<file path="src/hw/rtl/vas_pkg.sv">
`timescale 1ns / 1ps

package vas_pkg;

    localparam int MAX_SENDERS   = 64;
    localparam int MAX_RECEIVERS = 64;
    localparam int VALUE_WIDTH   = 16;

    localparam int SND_W     = 6;
    localparam int RCV_W     = 6;
    localparam int CNT_W     = 7;
    localparam int CFG_IDX_W = 1;

    localparam int SND_AW    = $clog2(MAX_SENDERS);
    localparam int RCV_AW    = $clog2(MAX_RECEIVERS);
    localparam int TIE_DEPTH = MAX_SENDERS * MAX_RECEIVERS;
    localparam int TIE_AW    = $clog2(TIE_DEPTH);
    localparam int DEG_W     = 7;
    localparam int TOTAL_W   = 13;

    localparam int SND_RESET = (64 > MAX_SENDERS) ? MAX_SENDERS : 64;
    localparam int RCV_RESET = (64 > MAX_RECEIVERS) ? MAX_RECEIVERS : 64;

    localparam int QUEUE_DEPTH = 2;
    localparam int QUEUE_AW    = (QUEUE_DEPTH > 1) ? $clog2(QUEUE_DEPTH) : 1;
    localparam int QUEUE_CW    = $clog2(QUEUE_DEPTH + 1);

    localparam int IN_TDATA_W  = 32;
    localparam int OUT_TDATA_W = 48;

    typedef enum logic [1:0] {
        CMD_SET,
        CMD_INCREASE,
        CMD_READ,
        CMD_CLEAR
    } t_cmd;

    typedef enum logic [1:0] {
        STAT_OK,
        STAT_BAD_SENDER,
        STAT_BAD_RECEIVER
    } t_status;

    typedef enum logic [1:0] {
        EV_NONE,
        EV_INTRODUCED,
        EV_WITHDRAWN,
        EV_CLEARED
    } t_event;

    typedef enum logic [CFG_IDX_W-1:0] {
        REG_SENDER_COUNT,
        REG_RECEIVER_COUNT
    } t_reg_idx;

    // request as it arrives on the stream, command in the low bits
    typedef struct packed {
        logic signed [VALUE_WIDTH-1:0] amount;
        logic [RCV_W-1:0]              receiver;
        logic [SND_W-1:0]              sender;
        t_cmd                          cmd;
    } t_req;

    typedef struct packed {
        t_status status;
        t_req    req;
    } t_item;

    typedef struct packed {
        logic [TOTAL_W-1:0] pairs;
        logic               clear;
    } t_cfg;

    // result as it leaves on the stream, status in the low bits
    typedef struct packed {
        logic                          complete;
        logic [TOTAL_W-1:0]            total;
        logic [DEG_W-1:0]              in_degree;
        logic [DEG_W-1:0]              out_degree;
        t_event                        event_res;
        logic signed [VALUE_WIDTH-1:0] tie_value;
        t_status                       status;
    } t_result;

endpackage

</file>
<file path="src/hw/rtl/vas_queue.sv">
`timescale 1ns / 1ps

module vas_queue (
    input  logic           i_clk,
    input  logic           i_rst_n,
    input  logic           i_push,
    input  vas_pkg::t_item i_item,
    output logic           o_full,
    input  logic           i_pop,
    output logic           o_valid,
    output vas_pkg::t_item o_item
);

    import vas_pkg::*;

    t_item               r_slot [QUEUE_DEPTH];
    logic [QUEUE_AW-1:0] r_wr_ptr;
    logic [QUEUE_AW-1:0] r_rd_ptr;
    logic [QUEUE_CW-1:0] r_count;

    function automatic logic [QUEUE_AW-1:0] advance(input logic [QUEUE_AW-1:0] ptr);
        return (ptr == QUEUE_AW'(QUEUE_DEPTH - 1)) ? '0 : ptr + QUEUE_AW'(1);
    endfunction

    always_ff @(posedge i_clk) begin
        if (!i_rst_n) begin
            r_wr_ptr <= '0;
            r_rd_ptr <= '0;
            r_count  <= '0;
        end else begin
            if (i_push) begin
                r_wr_ptr <= advance(r_wr_ptr);
            end
            if (i_pop) begin
                r_rd_ptr <= advance(r_rd_ptr);
            end
            if (i_push && !i_pop) begin
                r_count <= r_count + QUEUE_CW'(1);
            end else if (i_pop && !i_push) begin
                r_count <= r_count - QUEUE_CW'(1);
            end
        end
    end

    always_ff @(posedge i_clk) begin
        if (i_push) begin
            r_slot[r_wr_ptr] <= i_item;
        end
    end

    assign o_full  = (r_count == QUEUE_CW'(QUEUE_DEPTH));
    assign o_valid = (r_count != '0);
    assign o_item  = r_slot[r_rd_ptr];

endmodule

</file>
<file path="config.mk">
export PLATFORM = sky130hd
export DESIGN_NAME = vas_queue
export DESIGN_NICKNAME = d
export VERILOG_FILES = /design/src/hw/rtl/vas_pkg.sv /design/src/hw/rtl/vas_queue.sv
export SDC_FILE = /design/constraint.sdc
export NUM_CORES = 1
export LEC_CHECK = 0
export ABC_CLOCK_PERIOD_IN_PS = 5750
export BUFFER_PORTS_ARGS = -buffer_cell sky130_fd_sc_hd__buf_2
export CELL_PAD_IN_SITES_DETAIL_PLACEMENT = 0
export CELL_PAD_IN_SITES_GLOBAL_PLACEMENT = 1
export CORE_ASPECT_RATIO = 1.25
export CORE_MARGIN = 4
export CORE_UTILIZATION = 45
export CTS_CLUSTER_DIAMETER = 80
export DETAILED_ROUTE_END_ITERATION = 8
export GPL_ROUTABILITY_DRIVEN = 0
export PLACE_DENSITY = 0.92
export SYNTH_ARGS = -nofsm -noshare
export SYNTH_HDL_FRONTEND = slang
export SYNTH_SLANG_ARGS = --single-unit
</file>
<file path="constraint.sdc">
create_clock -name i_clk -period 5.75 [get_ports i_clk]
set_input_delay 0.575 -clock i_clk [delete_from_list [all_inputs] [get_ports i_clk]]
set_output_delay 0.575 -clock i_clk [all_outputs]
set_load 0.005 [all_outputs]
</file>
==> results of run 1 <==
## kinds of logic (layout without fill, tap and decap cells)
| group | after synthesis | count (layout) | share of synthesized area |
|---|---|---|---|
| adder cells (fa/ha/maj) | 1 | 1 | 0.00494 |
| XOR/XNOR | 3 | 3 | 0.0104 |
| AND/OR/NAND/NOR | 9 | 9 | 0.0232 |
| flip-flops | 69 | 69 | 0.799 |
| buffers and inverters | 5 | 88 | 0.0124 |
| AO/OA/AOI/OAI | 3 | 3 | 0.00791 |
| multiplexers | 32 | 32 | 0.142 |
## final cells by class
cell class                 instances  area [um2]  area share
sequential                        69        2020       0.641
multi-input combinational         48         485       0.154
timing repair buffer              71         360       0.114
clock buffer                      10         128      0.0404
tap                               64        80.1      0.0254
clock inverter                     6        77.6      0.0246
inverter                           1        3.75     0.00119
## how the worst max path moves through the flow
stage | start | endpoint | slack (ps) | cells after the start
after CTS | flop | o_item[14] | 3360 | 3
after floorplan | i_push | r_slot[0][0]$_DFFE_PP_ | 3270 | 1
after global routing | flop | o_item[24] | 3330 | 3
after detailed placement | i_push | r_slot[1][15]$_DFFE_PP_ | 3680 | 3
after global placement | i_push | r_slot[1][10]$_DFFE_PP_ | 3670 | 3
final | flop | o_item[15] | 3430 | 3
## cells in the mapped netlist
| cell type | instances | area share |
|---|---|---|
| o21ai_0 | 1 | 0.0020 |
| dfxtp_1 | 5 | 0.040 |
| ha_1 | 1 | 0.0049 |
| xor2_1 | 2 | 0.0069 |
| nor2b_1 | 2 | 0.0049 |
| o21a_1 | 1 | 0.0030 |
| mux2_2 | 30 | 0.13 |
| or3_1 | 1 | 0.0025 |
| and2_1 | 4 | 0.0099 |
| a21boi_1 | 1 | 0.0030 |
| mux2_1 | 2 | 0.0089 |
| xnor2_1 | 1 | 0.0035 |
| edfxtp_1 | 64 | 0.76 |
| buf_4 | 3 | 0.0089 |
| inv_1 | 1 | 0.0015 |
| clkbuf_2 | 1 | 0.0020 |
| or2_2 | 1 | 0.0025 |
| and2b_2 | 1 | 0.0035 |
## sequential cells by signal, summed over array words and instances, names as in the netlist, named ones only
name	flops
r_count	2
r_rd_ptr	1
r_slot	64
r_wr_ptr	1
## metal layers
layer,global-route usage,wire length (um)
met4,0.0801,55
met1,0.141,1510
met3,0.0285,201
met2,0.217,2350
met5,0,0
## worst max-delay path: cells and delay by family, from the launching register on
kind     cells  cell delay [ps]
flops        1              530
buf+inv      2              510
mux          1              390
## power groups by stage
stage / clock network [mW] / registers, mW / logic [mW]
after detailed placement: 0 / 0.599 / 0.106
after global placement: 0 / 0.598 / 0.104
final: 0.397 / 0.588 / 0.103
after floorplan: 0 / 0.595 / 0.0596
after CTS: 0.409 / 0.589 / 0.106
after global routing: 0.434 / 0.591 / 0.114
## per-stage QoR
| step | power (mW) | utilization | setup slack [ps] | hold slack [ps] |
|---|---|---|---|---|
| floorplan | 0.655 | - | 3270 | 461 |
| global placement | 0.702 | 0.542 | 3670 | 475 |
| detailed placement | 0.705 | 0.542 | 3680 | 503 |
| CTS | 1.10 | 0.580 | 3360 | 419 |
| global route | 1.14 | 0.580 | 3330 | 416 |
| finish | 1.09 | 0.580 | 3430 | 438 |
==> out/metrics.csv, run 1 <==
metric;value;unit
status;complete, no violations;
cts_max_level;3;
hp-start;i_item[12];
port_buffers;69;
crit_path_top_delay_cell;dfxtp_1;
slew_headroom;0.369;
end_kind;primary output;
nFillCells;425;
final_cell_mix;69 x buf_2, 64 x edfxtp_1, 30 x mux2_2, 9 x clkbuf_8, 5 x dfxtp_1;
netlist_instances;122;
clock_path_buffers;2;
wire_per_inst;15.3;um
yosys_warnings;0;
final_cells;269;
worstSetupPathType;reg -> out;
fin_crit_sh;0.403;
via_per_inst;4.82;
r2r-start;r_wr_ptr$_SDFFE_PN0P_;
rsz0062_at_grt;no;
grt_pass1_vias;1397;
final_common_cell;buf_2;
whs_path_depth;1;
required;5180;ps
antenna-diode-count;0;
clock-root-buffer;clkbuf_8;
crit_path_cell_trace;buf_4 -> mux2_2 -> buf_2;
drv_cap;0;
dp.cells;253;
p_sw_frac;0.196;
pwr-share-clk;0.365;
worstReg2RegEnd;r_slot[1][14]$_DFFE_PP_;
start_util;0.465;
power_leakage;1.22;nW
seqPwrFrac;0.540;
tns;0;ps
syn_area;2530;um2
skew;9.28;ps
grt_max_degree;34;
ys_ff_latch;69;
final_area;3160;um2
worst_ir_drop_vdd;0.282;mV
slew_viol_final;0;
clkTransAtPathRegs;70;ps
fin_nets;237;
fmax;432;MHz
p_comb_frac;0.095;
first_pass_iters;3;
ctsResizeCount;0;
avgSynthCellArea;20.7;um2
drc;0;
clk_latency;320;ps
whs_endpoint;r_slot[0][12]$_DFFE_PP_;
setup_viol;0;
worstPathArrival;1740;ps
io_pins;70;
drive_above_1_share;0.571;
grt_pass1_wl;6460;um
first_iter_violations;63;
fin_crit;2320;ps
hold_violations;0;
dpl-instance-area;2950;um2
postCtsHoldBufs;0;
overflow;0;
cts_tree;built;
antenna_found_initial;0;
dp_hpwl;2860;um
rows;30;
cts.sinks;69;
max_slew.worst_pin.slew;945;ps
grtUsageTotal;0.128;
internal_power;0.875;mW
power_density;345;nW/um2
cp_max_fo;25;
hp-class;in -> reg;
start_kind;flop;
die_y;91.9;um
dieArea;6900;um2
ff2ff_setup_slack;3970;ps
critPathMaxStageDelay;530;ps
syn_to_final_growth;24.7;%
num_vias;1297;
core-area;5440;um2
die_x;75.1;um
numCtsBuffers;9;
yosysUniqueCellTypes;18;
drt-total-wl;4120;um
synth_nets;159;
power.switching;0.214;mW
ant_nets;0;
r2r_cells;2;
post_cts_buffers;0;
seq_area_frac_synth;0.799;
Note: power is estimated with default switching activity, not from simulation.
==> inputs of run 2 (changes only) <==
- ABC_AREA: default -> 1
- ABC_CLOCK_PERIOD_IN_PS: 5750 -> 2000
- CORE_UTILIZATION: 45 -> 39
- PLACE_DENSITY: 0.92 -> 0.85
- clock period: 5.75 -> 2 ns (I/O delays scaled with it)
==> run 2 against run 1 <==
Compared with the run above:
- combinational power rose to 3.1 times the previous value
- wire length up 4.5%
- die area grew 20%
- non-clock buffer count is 1 higher
- first-iteration DRC count is 3.2% lower
- core utilization fell by 8.5 points
- cell area is 4.3% higher
- sequential cell count did not move
- sequential power grew to 2.9 times the previous value
- via count up 5.9%
- count of clock-buffer cells in the layout grew 1
- area after synthesis is 6.4% higher
==> out/metrics.csv, run 2 <==
metric;value;unit;change
status;complete, no violations;;
synth_edf_count;64;;unchanged
pwr-share-clk;0.310;;-0.055
final_cell_mix;69 x buf_2, 64 x edfxtp_1, 30 x mux2_4, 9 x nand2_1, 9 x clkbuf_8;;
ys_top_cells_by_count;64 x edfxtp_1, 30 x mux2_4, 9 x nand2_1;;
grt_pass1_wl;6430;um;-0.43%
post_cts_buffers;0;;unchanged
drv_cap;0;;unchanged
r2r-start;r_wr_ptr$_SDFFE_PN0P_;;
power.switching;0.627;mW;+190%
max_slew.worst_pin.slew;442;ps;-503 ps
tns;0;ps;unchanged
yosys.area.top_type;edfxtp_1;;
whs_endpoint;r_slot[0][3]$_DFFE_PP_;;
io_pins;70;;unchanged
drt-total-wl;4310;um;+4.5%
seqPwrFrac;0.580;;+0.040
numCtsBuffers;9;;unchanged
syn_area;2690;um2;+6.4%
p_sw_frac;0.215;;+0.0192
hp-start;i_item[3];;
first_pass_iters;4;;+1
clk_latency;340;ps;+20 ps
synth_top_area_frac;0.713;;-0.0458
antenna-diode-count;0;;unchanged
async_flop_share;0;;unchanged
via_per_inst;4.49;;-6.9%
grt_max_degree;33;;-2.9%
top_regs;r_slot: 64 flops, r_count: 2 flops;;
port_buffers;69;;unchanged
use_met3;0.0233;;-0.00525
power_density;884;nW/um2;+160%
fmax;618;MHz;
seq_area_frac_synth;0.751;;-0.0482
yosysUniqueCellTypes;14;;-4
syn_to_final_growth;22.2;%;
drive_above_1_share;0.539;;-0.0319
clock-root-buffer;clkbuf_8;;
rows;33;;+10%
first_iter_violations;61;;-3.2%
ff2ff_setup_slack;740;ps;-3230 ps
overflow;0;;unchanged
netlist_instances;135;;+11%
synth_simple_gate_area_frac;0.0279;;+0.00464
drc;0;;unchanged
rsz0062_at_grt;no;;
start_kind;flop;;
num_vias;1374;;+5.9%
yosys_warnings;0;;unchanged
muxShareOfSynthArea;0.176;;+0.0332
synthTopCellsByArea;edfxtp_1 71%, mux2_4 17%, dfxtp_1 3.7%, buf_12 2.2%, nand2_1 1.3%;;
die_x;82.3;um;+9.7%
crit_path_top_delay_cell;mux2_2;;
skew;9.48;ps;+0.195 ps
p_comb_frac;0.110;;+0.015
cts_max_level;3;;unchanged
grt_pass1_vias;1390;;-0.50%
fin_crit_sh;0.809;;
r2r_cells;3;;+1
yosysMostFrequentCell;edfxtp_1;;
largest_reg_flops;64;;unchanged
worst_ir_drop_vdd;0.439;mV;+56%
hp-class;in -> reg;;
dp_hpwl;3050;um;+6.9%
crit_path_cell_trace;buf_12 -> mux2_2 -> buf_2;;
regMostFlops;r_slot;;
grt.busiest_layer;met2;;
wire_per_inst;14.1;um;-8.2%
start_util;0.405;;-0.0598
grtUsageTotal;0.110;;-0.0181
post-route-util;0.495;;-0.0848
fin_nets;251;;+5.9%
cp_num_buf_inv;2;;unchanged
cts_tree;built;;
hold_violations;0;;unchanged
ys_ff_latch;69;;unchanged
synth-compound-area-share;0.00372;;-0.00419
clkTransAtPathRegs;70;ps;about the same
grt_util_met2;0.190;;-0.0278
postCtsHoldBufs;0;;unchanged
internal_power;2.28;mW;+160%
synth_nets;172;;+8.2%
final_common_cell;buf_2;;
core-area;6650;um2;+22%
cts.sinks;69;;unchanged
worstSetupPathType;reg -> out;;
whs_path_depth;1;;unchanged
fin_crit;1620;ps;
worstReg2RegEnd;r_slot[1][30]$_DFFE_PP_;;
synthXorXnorAreaFrac;0;;-0.0104
antenna_found_initial;0;;unchanged
ctsResizeCount;0;;unchanged
grt_use_met1;0.109;;-0.0313
synth_top_family_by_area;multiplexers;;
clock_path_buffers;2;;unchanged
synthAdderAreaFrac;0.00464;;-0.000298
required;1800;ps;-3380 ps
avgSynthCellArea;20.0;um2;-3.8%
end_kind;primary output;;
slew_headroom;0.705;;+0.336
ys.flop_type;edfxtp_1;;
setup_viol;0;;unchanged
worstPathArrival;1420;ps;-320 ps
die_y;101;um;+9.9%
dieArea;8310;um2;+20%
critPathMaxStageDelay;370;ps;-160 ps
ant_nets;0;;unchanged
slew_viol_final;0;;unchanged
cp_max_fo;32;;+28%
power_leakage;1.34;nW;+10%
worst_hold_slack;46.2;ps;-392 ps
cp_top_family;multiplexers;;
-- run 2: cell types whose count changed after synthesis, sizes merged, moves of 2 or more --
cell and change:
and2 -4, inv +7, nand2 +9, nor2 +8, nor2b -2, xor2 -2
-- run 2: per-layer routing --
metal | up-vias | routed length, um
li1 | 661 | -
met5 | - | 0
met4 | 0 | 191
met2 | 46 | 2340
met3 | 15 | 288
met1 | 652 | 1490
-- run 2: logic make-up (layout without fill, tap and decap cells) --
logic type / after synthesis / count (layout)
AOI/OAI and AO/OA: 2 / 2
adders and majority gates: 1 / 1
buffers and inverters: 12 / 96
DFF: 69 / 69
muxes: 32 / 32
and+or+nand+nor: 19 / 19
-- run 2: how the worst max path moves through the flow --
stage	from	endpoint	cells past startpoint
6_report	flop	o_item[15]	3
5_1_grt	flop	o_item[15]	3
4_1_cts	flop	o_item[15]	3
3_5_place_dp	i_push	r_slot[0][19]$_DFFE_PP_	4
3_3_place_gp	i_push	r_slot[0][24]$_DFFE_PP_	4
2_1_floorplan	r_wr_ptr$_SDFFE_PN0P_	r_slot[0][0]$_DFFE_PP_	1
-- run 2: stage by stage --
step / power (mW) / worst slack, ps / cell area, um2 / cells
final: 2.91 / 383 / 3290 / 306
after detailed placement: 2.05 / 688 / 3130 / 290
after floorplan: 1.92 / 423 / 2700 / 135
after CTS: 2.96 / 354 / 3290 / 306
after global placement: 2.04 / 706 / 3130 / 290
after global routing: 3.05 / 326 / 3290 / 306
-- run 2: cell type report --
| class | count | area (um2) |
|---|---|---|
| clock inverters | 5 | 27.5 |
| flip-flops and latches | 69 | 2020 |
| inverters | 8 | 30.0 |
| multi-input cells | 54 | 578 |
| clock buffers | 11 | 131 |
| fillers | 589 | 3360 |
| repair buffers | 72 | 393 |
| well taps | 87 | 109 |
-- run 2: power by group through the flow --
| stage | Clock, mW | Combinational, mW | Sequential, mW |
|---|---|---|---|
| after floorplan | 0 | 0.205 | 1.71 |
| final | 0.901 | 0.321 | 1.69 |
| after detailed placement | 0 | 0.330 | 1.72 |
| after CTS | 0.941 | 0.331 | 1.69 |
| after global placement | 0 | 0.324 | 1.71 |
| after global routing | 1.00 | 0.354 | 1.69 |
