===== src/hw/rtl/vas_pkg.sv =====
`timescale 1ns / 1ps

package vas_pkg;

    localparam int MAX_SENDERS   = 64;
    localparam int MAX_RECEIVERS = 64;
    localparam int VALUE_WIDTH   = 16;

    localparam int SND_W     = 6;
    localparam int RCV_W     = 6;
    localparam int CNT_W     = 7;
    localparam int CFG_IDX_W = 1;

    localparam int SND_AW    = $clog2(MAX_SENDERS);
    localparam int RCV_AW    = $clog2(MAX_RECEIVERS);
    localparam int TIE_DEPTH = MAX_SENDERS * MAX_RECEIVERS;
    localparam int TIE_AW    = $clog2(TIE_DEPTH);
    localparam int DEG_W     = 7;
    localparam int TOTAL_W   = 13;

    localparam int SND_RESET = (64 > MAX_SENDERS) ? MAX_SENDERS : 64;
    localparam int RCV_RESET = (64 > MAX_RECEIVERS) ? MAX_RECEIVERS : 64;

    localparam int QUEUE_DEPTH = 2;
    localparam int QUEUE_AW    = (QUEUE_DEPTH > 1) ? $clog2(QUEUE_DEPTH) : 1;
    localparam int QUEUE_CW    = $clog2(QUEUE_DEPTH + 1);

    localparam int IN_TDATA_W  = 32;
    localparam int OUT_TDATA_W = 48;

    typedef enum logic [1:0] {
        CMD_SET,
        CMD_INCREASE,
        CMD_READ,
        CMD_CLEAR
    } t_cmd;

    typedef enum logic [1:0] {
        STAT_OK,
        STAT_BAD_SENDER,
        STAT_BAD_RECEIVER
    } t_status;

    typedef enum logic [1:0] {
        EV_NONE,
        EV_INTRODUCED,
        EV_WITHDRAWN,
        EV_CLEARED
    } t_event;

    typedef enum logic [CFG_IDX_W-1:0] {
        REG_SENDER_COUNT,
        REG_RECEIVER_COUNT
    } t_reg_idx;

    // request as it arrives on the stream, command in the low bits
    typedef struct packed {
        logic signed [VALUE_WIDTH-1:0] amount;
        logic [RCV_W-1:0]              receiver;
        logic [SND_W-1:0]              sender;
        t_cmd                          cmd;
    } t_req;

    typedef struct packed {
        t_status status;
        t_req    req;
    } t_item;

    typedef struct packed {
        logic [TOTAL_W-1:0] pairs;
        logic               clear;
    } t_cfg;

    // result as it leaves on the stream, status in the low bits
    typedef struct packed {
        logic                          complete;
        logic [TOTAL_W-1:0]            total;
        logic [DEG_W-1:0]              in_degree;
        logic [DEG_W-1:0]              out_degree;
        t_event                        event_res;
        logic signed [VALUE_WIDTH-1:0] tie_value;
        t_status                       status;
    } t_result;

endpackage


===== src/hw/rtl/vas_front.sv =====
`timescale 1ns / 1ps

module vas_front (
    input  logic                          i_clk,
    input  logic                          i_rst_n,
    input  logic                          i_valid,
    input  vas_pkg::t_req                 i_req,
    output logic                          o_ready,
    input  logic                          i_cfg_we,
    input  logic [vas_pkg::CFG_IDX_W-1:0] i_cfg_idx,
    input  logic [vas_pkg::CNT_W-1:0]     i_cfg_data,
    input  logic                          i_busy,
    input  logic                          i_q_full,
    output logic                          o_q_push,
    output vas_pkg::t_item                o_q_item,
    output vas_pkg::t_cfg                 o_cfg
);

    import vas_pkg::*;

    logic [CNT_W-1:0]   r_senders;
    logic [CNT_W-1:0]   r_receivers;
    logic [TOTAL_W-1:0] r_pairs;
    logic [CNT_W-1:0]   n_senders;
    logic [CNT_W-1:0]   n_receivers;
    t_status            status;

    always_comb begin
        n_senders   = r_senders;
        n_receivers = r_receivers;
        if (i_cfg_we && i_cfg_idx == REG_SENDER_COUNT) begin
            n_senders = (i_cfg_data > CNT_W'(MAX_SENDERS)) ? CNT_W'(MAX_SENDERS) : i_cfg_data;
        end
        if (i_cfg_we && i_cfg_idx == REG_RECEIVER_COUNT) begin
            n_receivers = (i_cfg_data > CNT_W'(MAX_RECEIVERS)) ?
                          CNT_W'(MAX_RECEIVERS) : i_cfg_data;
        end
    end

    always_ff @(posedge i_clk) begin
        if (!i_rst_n) begin
            r_senders   <= CNT_W'(SND_RESET);
            r_receivers <= CNT_W'(RCV_RESET);
            r_pairs     <= TOTAL_W'(SND_RESET * RCV_RESET);
        end else begin
            r_senders   <= n_senders;
            r_receivers <= n_receivers;
            r_pairs     <= TOTAL_W'(n_senders) * TOTAL_W'(n_receivers);
        end
    end

    // sender is checked before receiver; clear ignores both
    always_comb begin
        if (i_req.cmd == CMD_CLEAR) begin
            status = STAT_OK;
        end else if (CNT_W'(i_req.sender) >= r_senders) begin
            status = STAT_BAD_SENDER;
        end else if (CNT_W'(i_req.receiver) >= r_receivers) begin
            status = STAT_BAD_RECEIVER;
        end else begin
            status = STAT_OK;
        end
    end

    assign o_ready         = !i_q_full && !i_busy;
    assign o_q_push        = i_valid && o_ready;
    assign o_q_item.status = status;
    assign o_q_item.req    = i_req;
    assign o_cfg.pairs     = r_pairs;
    assign o_cfg.clear     = i_cfg_we;

endmodule


===== config.mk =====
export PLATFORM = sky130hd
export DESIGN_NAME = vas_front
export DESIGN_NICKNAME = d
export VERILOG_FILES = /design/src/hw/rtl/vas_pkg.sv /design/src/hw/rtl/vas_front.sv
export SDC_FILE = /design/constraint.sdc
export NUM_CORES = 1
export LEC_CHECK = 0
export BUFFER_PORTS_ARGS = -buffer_cell sky130_fd_sc_hd__buf_2
export CAP_MARGIN = 20
export CORE_ASPECT_RATIO = 0.8
export CORE_MARGIN = 2
export CORE_UTILIZATION = 52
export CTS_CLUSTER_DIAMETER = 50
export CTS_CLUSTER_SIZE = 28
export DETAILED_ROUTE_END_ITERATION = 10
export PLACE_DENSITY = 0.85
export SYNTH_ARGS = -nofsm -noshare
export SYNTH_HDL_FRONTEND = slang
export SYNTH_SLANG_ARGS = --single-unit

===== constraint.sdc =====
create_clock -name i_clk -period 5.5 [get_ports i_clk]
set_input_delay 0.275 -clock i_clk [delete_from_list [all_inputs] [get_ports i_clk]]
set_output_delay 0.275 -clock i_clk [all_outputs]
set_load 0.01 [all_outputs]

==> impl_metrics.tcl, run 1 <==
set metrics [dict create \
    outcome "finished clean" \
    dr_total_vias 2155 \
    dp_hpwl_um 4506 \
    mappedNetlistArea_um2 2855 \
    worstSetupPathType "input port to register" \
    wl_per_cell_um 13.05 \
    final_cell_mix "buf_2 (59), nor2_1 (45), ha_1 (42)" \
    synthArstFlopShare 0 \
    drc_errors 0 \
    max_freq_mhz 205.3 \
    pin_count 92 \
    synth.avg_cell_area_um2 8.732 \
    slowest_delay_ns 0.55 \
    final_common_cell "buf_2" \
    synth-seq-cells 27 \
    die_w_um 86.85 \
    crit_required_ns 5.67 \
    overflow 0 \
    cts_hold_buf 0 \
    setup_ws_ns 0.6280 \
    finalCritPeriodShare 0.8858 \
    wirelength_um 5571 \
    rows 24 \
    hold_viol_final 0 \
    rsz0062_at_grt "false" \
    insertion_delay_ns 0.29 \
    end_kind "register" \
    h-tree-depth 1 \
    reg2regPathDepth 14 \
    setup_viol 0 \
    worstPathCellList "buf_2 > nand2_1 > nor2_1 > a21oi_1 > or2_2 > fa_1 > fa_1 > inv_1 > fa_1 > fa_1 > ha_1 > nand3_1 > o211ai_1 > or2_1 > a311oi_2 > xnor2_1 > nand2_1" \
    worst_slew_pin_slew_ns 0.6765 \
    grt_max_degree 27 \
    clkTransAtPathRegs_ns 0.10 \
    rr_endpoint "r_pairs[12]" \
    dieHeight_um 70.28 \
    grt_pass1_wl_um 9818 \
    cp_num_buf_inv 2 \
    cts_repair_resize_count 0 \
    ys_top_cells_by_area "dfxtp_1 (19%), ha_1 (18%), fa_1 (16%), buf_4 (8.2%), nor2_1 (5.9%)" \
    drv_slew 0 \
    maxCapViolations 0 \
    fp.coreArea_um2 5375 \
    cts.path.max_buffers 2 \
    start_util 0.5312 \
    finClkSkew_ns 0.007428 \
    critPathLaunchType "input port" \
    synth_fp_nets 436 \
    n_antenna_cell 0 \
    cp_slowest_cell "fa_1" \
    p_leak_nw 1.633 \
    irDropWorstVdd_mv 0.1000 \
    r2r_start "r_receivers[5]" \
    routed_via_density 5.047 \
    synthDistinctLibCells 35 \
    postRouteAntennaNets 0 \
    min_from "i_rst_n" \
    fillers 482 \
    gp_congestion 0.9248 \
    setup-tns-final_ns 0 \
    synth.yosys.warnings 0 \
    ys_seq_area_frac 0.1893 \
    ff2ff_setup_slack_ns 0.88 \
    cp_common_cell "fa_1" \
    synth-edff-count 0 \
    slew_headroom 0.5490 \
    die_area_um2 6103 \
    first_iter_violations 58 \
    first_pass_iters 4 \
    drive_gt1_frac 0.2541 \
    critPathTopFamily "adder cells" \
    syn_inst 327 \
    synth_top_cell_area_share 0.1893 \
    crit_fanout 13 \
    final_nets 472 \
    antenna_found_initial 0 \
    period_needed_ns 4.872 \
    hold_end "r_senders[6]" \
    port_buffers 59 \
    worstPathArrival_ns 5.04 \
    area_growth_pct 7.976 \
    pre_cts_ws_ns 0.3623 \
    post-route-util 0.5736 \
    numCtsBuffers 3 \
    ctsRootBufferMaster "clkbuf_8" \
    synth_top_cell_by_area "dfxtp_1" \
    min_delay_path_depth 2 \
    cts_tree "yes" \
    postCtsSetupBuffers 0 \
    synth-main-ff-cell "dfxtp_1" \
    power-per-cell-area_nw_per_um2 146.9 \
    grt_usage 0.2017 \
    clock-sinks 27 \
    grt_pass1_vias 2210 \
    hp-class "input port to register" \
]
## through the flow
stage	instances	cell area [µm²]	power [mW]	hold slack [ns]
3_3_place_gp	423	3034	0.3306	0.5501
2_1_floorplan	327	2855	0.3086	0.4032
4_1_cts	427	3083	0.4570	0.3493
6_report	427	3083	0.4527	0.3422
3_5_place_dp	423	3034	0.3344	0.5501
5_1_grt	427	3083	0.4828	0.3628
## worst max path at each step
stage               slack, ns          end  cells past startpoint      start
CTS                      0.65  r_pairs[12]                     17   i_cfg_we
detailed placement       0.36  r_pairs[12]                     17   i_cfg_we
finish                   0.63  r_pairs[12]                     17   i_cfg_we
global placement         0.56  r_pairs[12]                     17   i_cfg_we
floorplan                0.96  r_pairs[12]                     17  i_cfg_idx
global route             0.42  r_pairs[12]                     17   i_cfg_we
## layer usage
| metal | wire [µm] | GRT usage | up-vias |
|---|---|---|---|
| li1 | - | - | 1091 |
| met1 | 2600 | 0.2699 | 1002 |
| met2 | 2654 | 0.3401 | 53 |
| met3 | 248 | 0.03073 | 9 |
| met4 | 68 | 0.05035 | 0 |
| met5 | 0 | 0 | - |
## where the power goes
| group | switching, mW | internal, mW |
|---|---|---|
| Clock | 0.0702 | 0.0517 |
| Combinational | 0.0699 | 0.0545 |
| Sequential | 0.00305 | 0.203 |
| Total | 0.143 | 0.310 |
## sequential cells by signal, summed over array words and instances, names as in the netlist
register,count
r_pairs,13
r_receivers,7
r_senders,7
## synth_stat cells, types with 2 or more instances
cell,number
a21o_1,2
a21oi_1,24
a31oi_1,2
and2_1,11
and3_1,2
buf_2,2
buf_4,31
clkbuf_1,2
dfxtp_1,27
fa_1,23
ha_1,42
inv_1,30
nand2_1,8
nand2b_1,8
nand3_1,4
nor2_1,45
nor2b_1,14
o21ai_0,7
o21bai_1,2
or2_2,16
xnor2_1,7
xor2_1,5
## logic make-up (layout without fill, tap and decap cells)
group,after synthesis,count (layout),synth area share
DFF,27,27,0.1893
muxes,2,2,0.008325
AOI/OAI and AO/OA,43,43,0.09071
buffers and inverters,65,100,0.1271
adders and majority gates,65,65,0.3453
xor gates and xnor gates,12,12,0.03681
and+or+nand+nor,113,113,0.2025
## cell type report
type / instances / area [µm²] / share of cell area
Clock inverter: 1 / 7.507 / 0.002435
Multi-Input combinational cell: 235 / 1952 / 0.6331
Clock buffer: 3 / 41.29 / 0.01339
Timing Repair Buffer: 66 / 347.8 / 0.1128
Sequential cell: 27 / 540.5 / 0.1753
Inverter: 30 / 112.6 / 0.03653
Tap cell: 65 / 81.33 / 0.02638
No activity file was read; power rests on OpenSTA's default activity.
==> run 2, diff against run 1 <==
CORE_UTILIZATION = 53   (was 52)
CTS_BUF_LIST = sky130_fd_sc_hd__clkbuf_8   (was not set)
PLACE_DENSITY = 0.87   (was 0.85)
TNS_END_PERCENT = 30   (was not set)
==> run 2 against run 1 <==
  * Design area shrank 0.12%
  * Setup slack better by 0.029 ns
  * Clock skew shrank 0.0050 ns
  * Combinational power is essentially flat
  * Maximum frequency is 0.60% higher
  * Critical path type unchanged
  * Largest cell class unchanged
==> impl_metrics.tcl, run 2 (same netlist as run 1, synthesis figures left out) <==
set metrics [dict create \
    final_common_cell "buf_2" \
    numCtsBuffers 3 \
    cts_tree "yes" \
    outcome "finished clean" \
    h-tree-depth 1 \
    wirelength_um 5600 \
    finalCritPeriodShare 0.8805 \
    place_area_um2 3030 \
    multi_input_area_um2 1952 \
    dp_hpwl_um 4664 \
    seq_power_share 0.459 \
    worstPathArrival_ns 5.01 \
    p_sw_frac 0.3105 \
    maxCapViolations 0 \
    worstSetupPathType "input port to register" \
    drive_gt1_frac 0.2541 \
    max_freq_mhz 206.5 \
    insertion_delay_ns 0.28 \
    cp_slowest_cell "fa_1" \
    cp_num_buf_inv 2 \
    switching_power_mw 0.1395 \
    first_pass_iters 4 \
    p_leak_nw 1.633 \
    critPathTopFamily "adder cells" \
    slowest_delay_ns 0.58 \
    grt_pass1_vias 2192 \
    place_inst 420 \
    final_cell_mix "buf_2 (59), nor2_1 (45), ha_1 (42)" \
    final_nets 472 \
    start_util 0.5606 \
    power.share.clock 0.262 \
    stdcell_area_um2 3079 \
    pin_count 92 \
    area_growth_pct 7.844 \
    setup-tns-final_ns 0 \
    power-per-cell-area_nw_per_um2 145.9 \
    die_area_um2 5994 \
    fin_hold_ws_ns 0.3416 \
    crit_fanout 13 \
    clkTransAtPathRegs_ns 0.09 \
    dr_total_vias 2199 \
    ctsRootBufferMaster "clkbuf_8" \
    cts_repair_resize_count 0 \
    period_needed_ns 4.843 \
    post-route-util 0.6045 \
    largest_register_ffs 13 \
    seq_area_um2 540.5 \
    rsz0062_at_grt "false" \
    end_kind "register" \
    antenna_found_initial 0 \
    final_cells 424 \
    top_register "r_pairs" \
    dieHeight_um 69.65 \
    drc_errors 0 \
    overflow 0 \
    worstPathCellList "buf_2 > nand2_1 > nor2_1 > a21oi_1 > or2_2 > fa_1 > fa_1 > inv_1 > fa_1 > fa_1 > ha_1 > nand3_1 > o211ai_1 > or2_1 > a311oi_2 > xnor2_1 > nand2_1" \
    cp_common_cell "fa_1" \
    reg_top3 "r_pairs: 13 flops, r_receivers: 7 flops, r_senders: 7 flops" \
    p_comb_frac 0.279 \
    grt_usage 0.2046 \
    cts_hold_buf 0 \
    slew_headroom 0.5441 \
    hold_viol_final 0 \
    postCtsSetupBuffers 0 \
    gp_congestion 0.8631 \
    drv_slew 0 \
    routed_via_density 5.186 \
    critPathLaunchType "input port" \
    crit_required_ns 5.66 \
    finClkSkew_ns 0.002446 \
    p_int_mw 0.3097 \
    worst_slew_pin_slew_ns 0.6839 \
    fillers 469 \
    clock-sinks 27 \
    hp-class "input port to register" \
    setup_viol 0 \
    fp.coreArea_um2 5094 \
    cts.path.max_buffers 2 \
    first_iter_violations 85 \
    grt_pass1_wl_um 9970 \
    postRouteAntennaNets 0 \
    die_w_um 86.06 \
    port_buffers 59 \
    rows 23 \
    grt_max_degree 27 \
    irDropWorstVdd_mv 0.1793 \
    n_antenna_cell 0 \
    wl_per_cell_um 13.21 \
]
-- run 2: cell counts in the layout (fill, tap and decap cells not counted) --
Identical to the previous run, type by type.
-- run 2: worst paths after layout --
| path | start | endpoint | cells past startpoint | slack [ns] |
|---|---|---|---|---|
| max | i_cfg_we | r_pairs[12] | 17 | 0.66 |
| min | i_rst_n | r_senders[6] | 2 | 0.34 |
| max reg2reg | r_senders[4] | r_pairs[12] | 14 | 0.87 |
| min reg2reg | r_receivers[6] | r_receivers[6] | 2 | 0.62 |
-- run 2: cell type report --
type	instances	share of cell area
timing repair buffer	66	0.1130
clock inverter	1	0.002438
clock buffer	3	0.01341
tap	62	0.02519
sequential	27	0.1755
inverter	30	0.03657
multi-input combinational	235	0.6339
-- run 2: through the flow --
stage,total power [mW],setup slack [ns]
2_1_floorplan,0.3086,0.9591
3_3_place_gp,0.3304,0.5815
3_5_place_dp,0.3355,0.4019
4_1_cts,0.4552,0.6951
5_1_grt,0.4772,0.3420
6_report,0.4492,0.6572
-- run 2: layer usage --
layer	part of all wire	GRT usage
met1	0.47	0.2684
met2	0.47	0.3592
met3	0.050	0.02976
met4	0.0071	0.03527
met5	0	0
-- run 2: power groups by stage --
stage	Sequential, mW	Combinational [mW]	Clock [mW]
6_report	0.206	0.125	0.118
5_1_grt	0.207	0.143	0.127
4_1_cts	0.206	0.126	0.123
3_5_place_dp	0.211	0.125	0
3_3_place_gp	0.211	0.119	0
2_1_floorplan	0.213	0.0957	0
==> run 3, diff against run 2 <==
REMOVE_ABC_BUFFERS = 1   (was not set)
==> run 3 against run 2 <==
  * Setup slack lost 0.0044 ns
  * Die area is the same
  * Design area grew 0.16%
  * Sequential share of layout area is essentially flat
  * Highest routed layer unchanged
  * Combinational power is essentially flat
  * Non-clock buffer count grew 1
  * Critical endpoint unchanged
  * First-iteration DRC count grew 13%
  * Global-route usage shrank 0.74 points
  * Power shrank 0.66%
  * Clock power is essentially flat
==> impl_metrics.tcl, run 3 (same netlist as run 1, synthesis figures left out) <==
set metrics [dict create \
    worstPathArrival_ns 5.01 \
    pin_count 92 \
    first_iter_violations 96 \
    cts.path.max_buffers 2 \
    outcome "finished clean" \
    fillers 456 \
    seq_area_um2 540.5 \
    h-tree-depth 1 \
    crit_required_ns 5.66 \
    drv_slew 0 \
    overflow 0 \
    maxCapViolations 0 \
    power-per-cell-area_nw_per_um2 144.7 \
    port_buffers 59 \
    fp.coreArea_um2 5094 \
    drive_gt1_frac 0.2562 \
    die_area_um2 5994 \
    rsz0062_at_grt "false" \
    p_total_mw 0.4462 \
    top_register "r_pairs" \
    dieHeight_um 69.65 \
    cts_repair_resize_count 0 \
    final_common_cell "buf_2" \
    finClkSkew_ns 0.007925 \
    cts_tree "yes" \
    end_kind "register" \
    hold_viol_final 0 \
    numCtsBuffers 3 \
    crit_fanout 13 \
    pre_cts_ws_ns 0.4294 \
    wirelength_um 5729 \
    max_freq_mhz 206.3 \
    rows 23 \
    dr_total_vias 2214 \
    drc_errors 0 \
    reg_top3 "r_pairs: 13 flops, r_receivers: 7 flops, r_senders: 7 flops" \
    finalCritPeriodShare 0.8813 \
    clock-sinks 27 \
    multi_input_area_um2 1952 \
    critPathLaunchType "input port" \
    grt_pass1_vias 2176 \
    setup_ws_ns 0.6527 \
    gp_congestion 0.8525 \
    postRouteAntennaNets 0 \
    worst_slew_pin_slew_ns 0.6008 \
    worstSetupPathType "input port to register" \
    first_pass_iters 4 \
    antenna_found_initial 0 \
    final_nets 473 \
    slew_headroom 0.5995 \
    area_growth_pct 8.019 \
    n_antenna_cell 0 \
    grt_usage 0.1972 \
    setup-tns-final_ns 0 \
    dp_hpwl_um 4658 \
    postCtsSetupBuffers 0 \
    setup_viol 0 \
    start_util 0.5606 \
    die_w_um 86.06 \
    fin_hold_ws_ns 0.3518 \
    post-route-util 0.6055 \
    irDropWorstVdd_mv 0.08198 \
    hp-class "input port to register" \
    clkTransAtPathRegs_ns 0.10 \
    largest_register_ffs 13 \
    wl_per_cell_um 13.48 \
    insertion_delay_ns 0.28 \
    grt_pass1_wl_um 9680 \
    grt_max_degree 27 \
    routed_via_density 5.209 \
    period_needed_ns 4.847 \
    cts_hold_buf 0 \
    p_leak_nw 1.641 \
    ctsRootBufferMaster "clkbuf_8" \
    final_cell_mix "buf_2 (59), nor2_1 (45), ha_1 (42)" \
]
## run 3: cell types whose count changed in the layout (fill, tap and decap cells not counted)
cell	delta
buf_4	+1
clkinvlp_4	-1
clkinv_2	+1
## run 3: critical path, stage by stage
cell and delay [ns]:
buf_2 0.12, nand2_1 0.33, nor2_1 0.07, a21oi_1 0.48, or2_2 0.23, fa_1 0.45
fa_1 0.55, inv_1 0.05, fa_1 0.51, fa_1 0.49, ha_1 0.37, nand3_1 0.11
o211ai_1 0.13, or2_1 0.28, a311oi_2 0.33, xnor2_1 0.15, nand2_1 0.07
## run 3: per-stage QoR
stage                     area (µm²)  instances
after floorplan                 2605        292
after global placement          3038        421
after detailed placement        3038        421
after CTS                       3084        425
after global routing            3084        425
final                           3084        425
## run 3: per-layer routing
| metal | GRT usage | up-vias | part of all wire |
|---|---|---|---|
| li1 | - | 1099 | - |
| met1 | 0.2690 | 1023 | 0.46 |
| met2 | 0.3135 | 90 | 0.45 |
| met3 | 0.06190 | 2 | 0.083 |
| met4 | 0.02116 | 0 | 0.0014 |
| met5 | 0.02727 | - | 0 |
## run 3: worst paths after layout
check                 start             end  slack [ns]  cells past startpoint
max                i_cfg_we     r_pairs[12]        0.65                     17
min                 i_rst_n    r_senders[6]        0.35                      2
max reg2reg  r_receivers[5]     r_pairs[12]        0.87                     14
min reg2reg  r_receivers[6]  r_receivers[6]        0.64                      2
## run 3: area by class of cell
cell class | count | area share
repair buffers | 67 | 0.1152
flip-flops and latches | 27 | 0.1753
clock inverters | 1 | 0.001623
inverters | 30 | 0.03651
multi-input cells | 235 | 0.6329
well taps | 62 | 0.02515
clock buffers | 3 | 0.01339
## run 3: power breakdown
group / total [mW] / internal, mW / switching (mW) / leakage (nW)
sequential: 0.206 / 0.203 / 0.00295 / 0.220
combinational: 0.123 / 0.0545 / 0.0686 / 1.40
clock: 0.117 / 0.0509 / 0.0659 / 0.0255
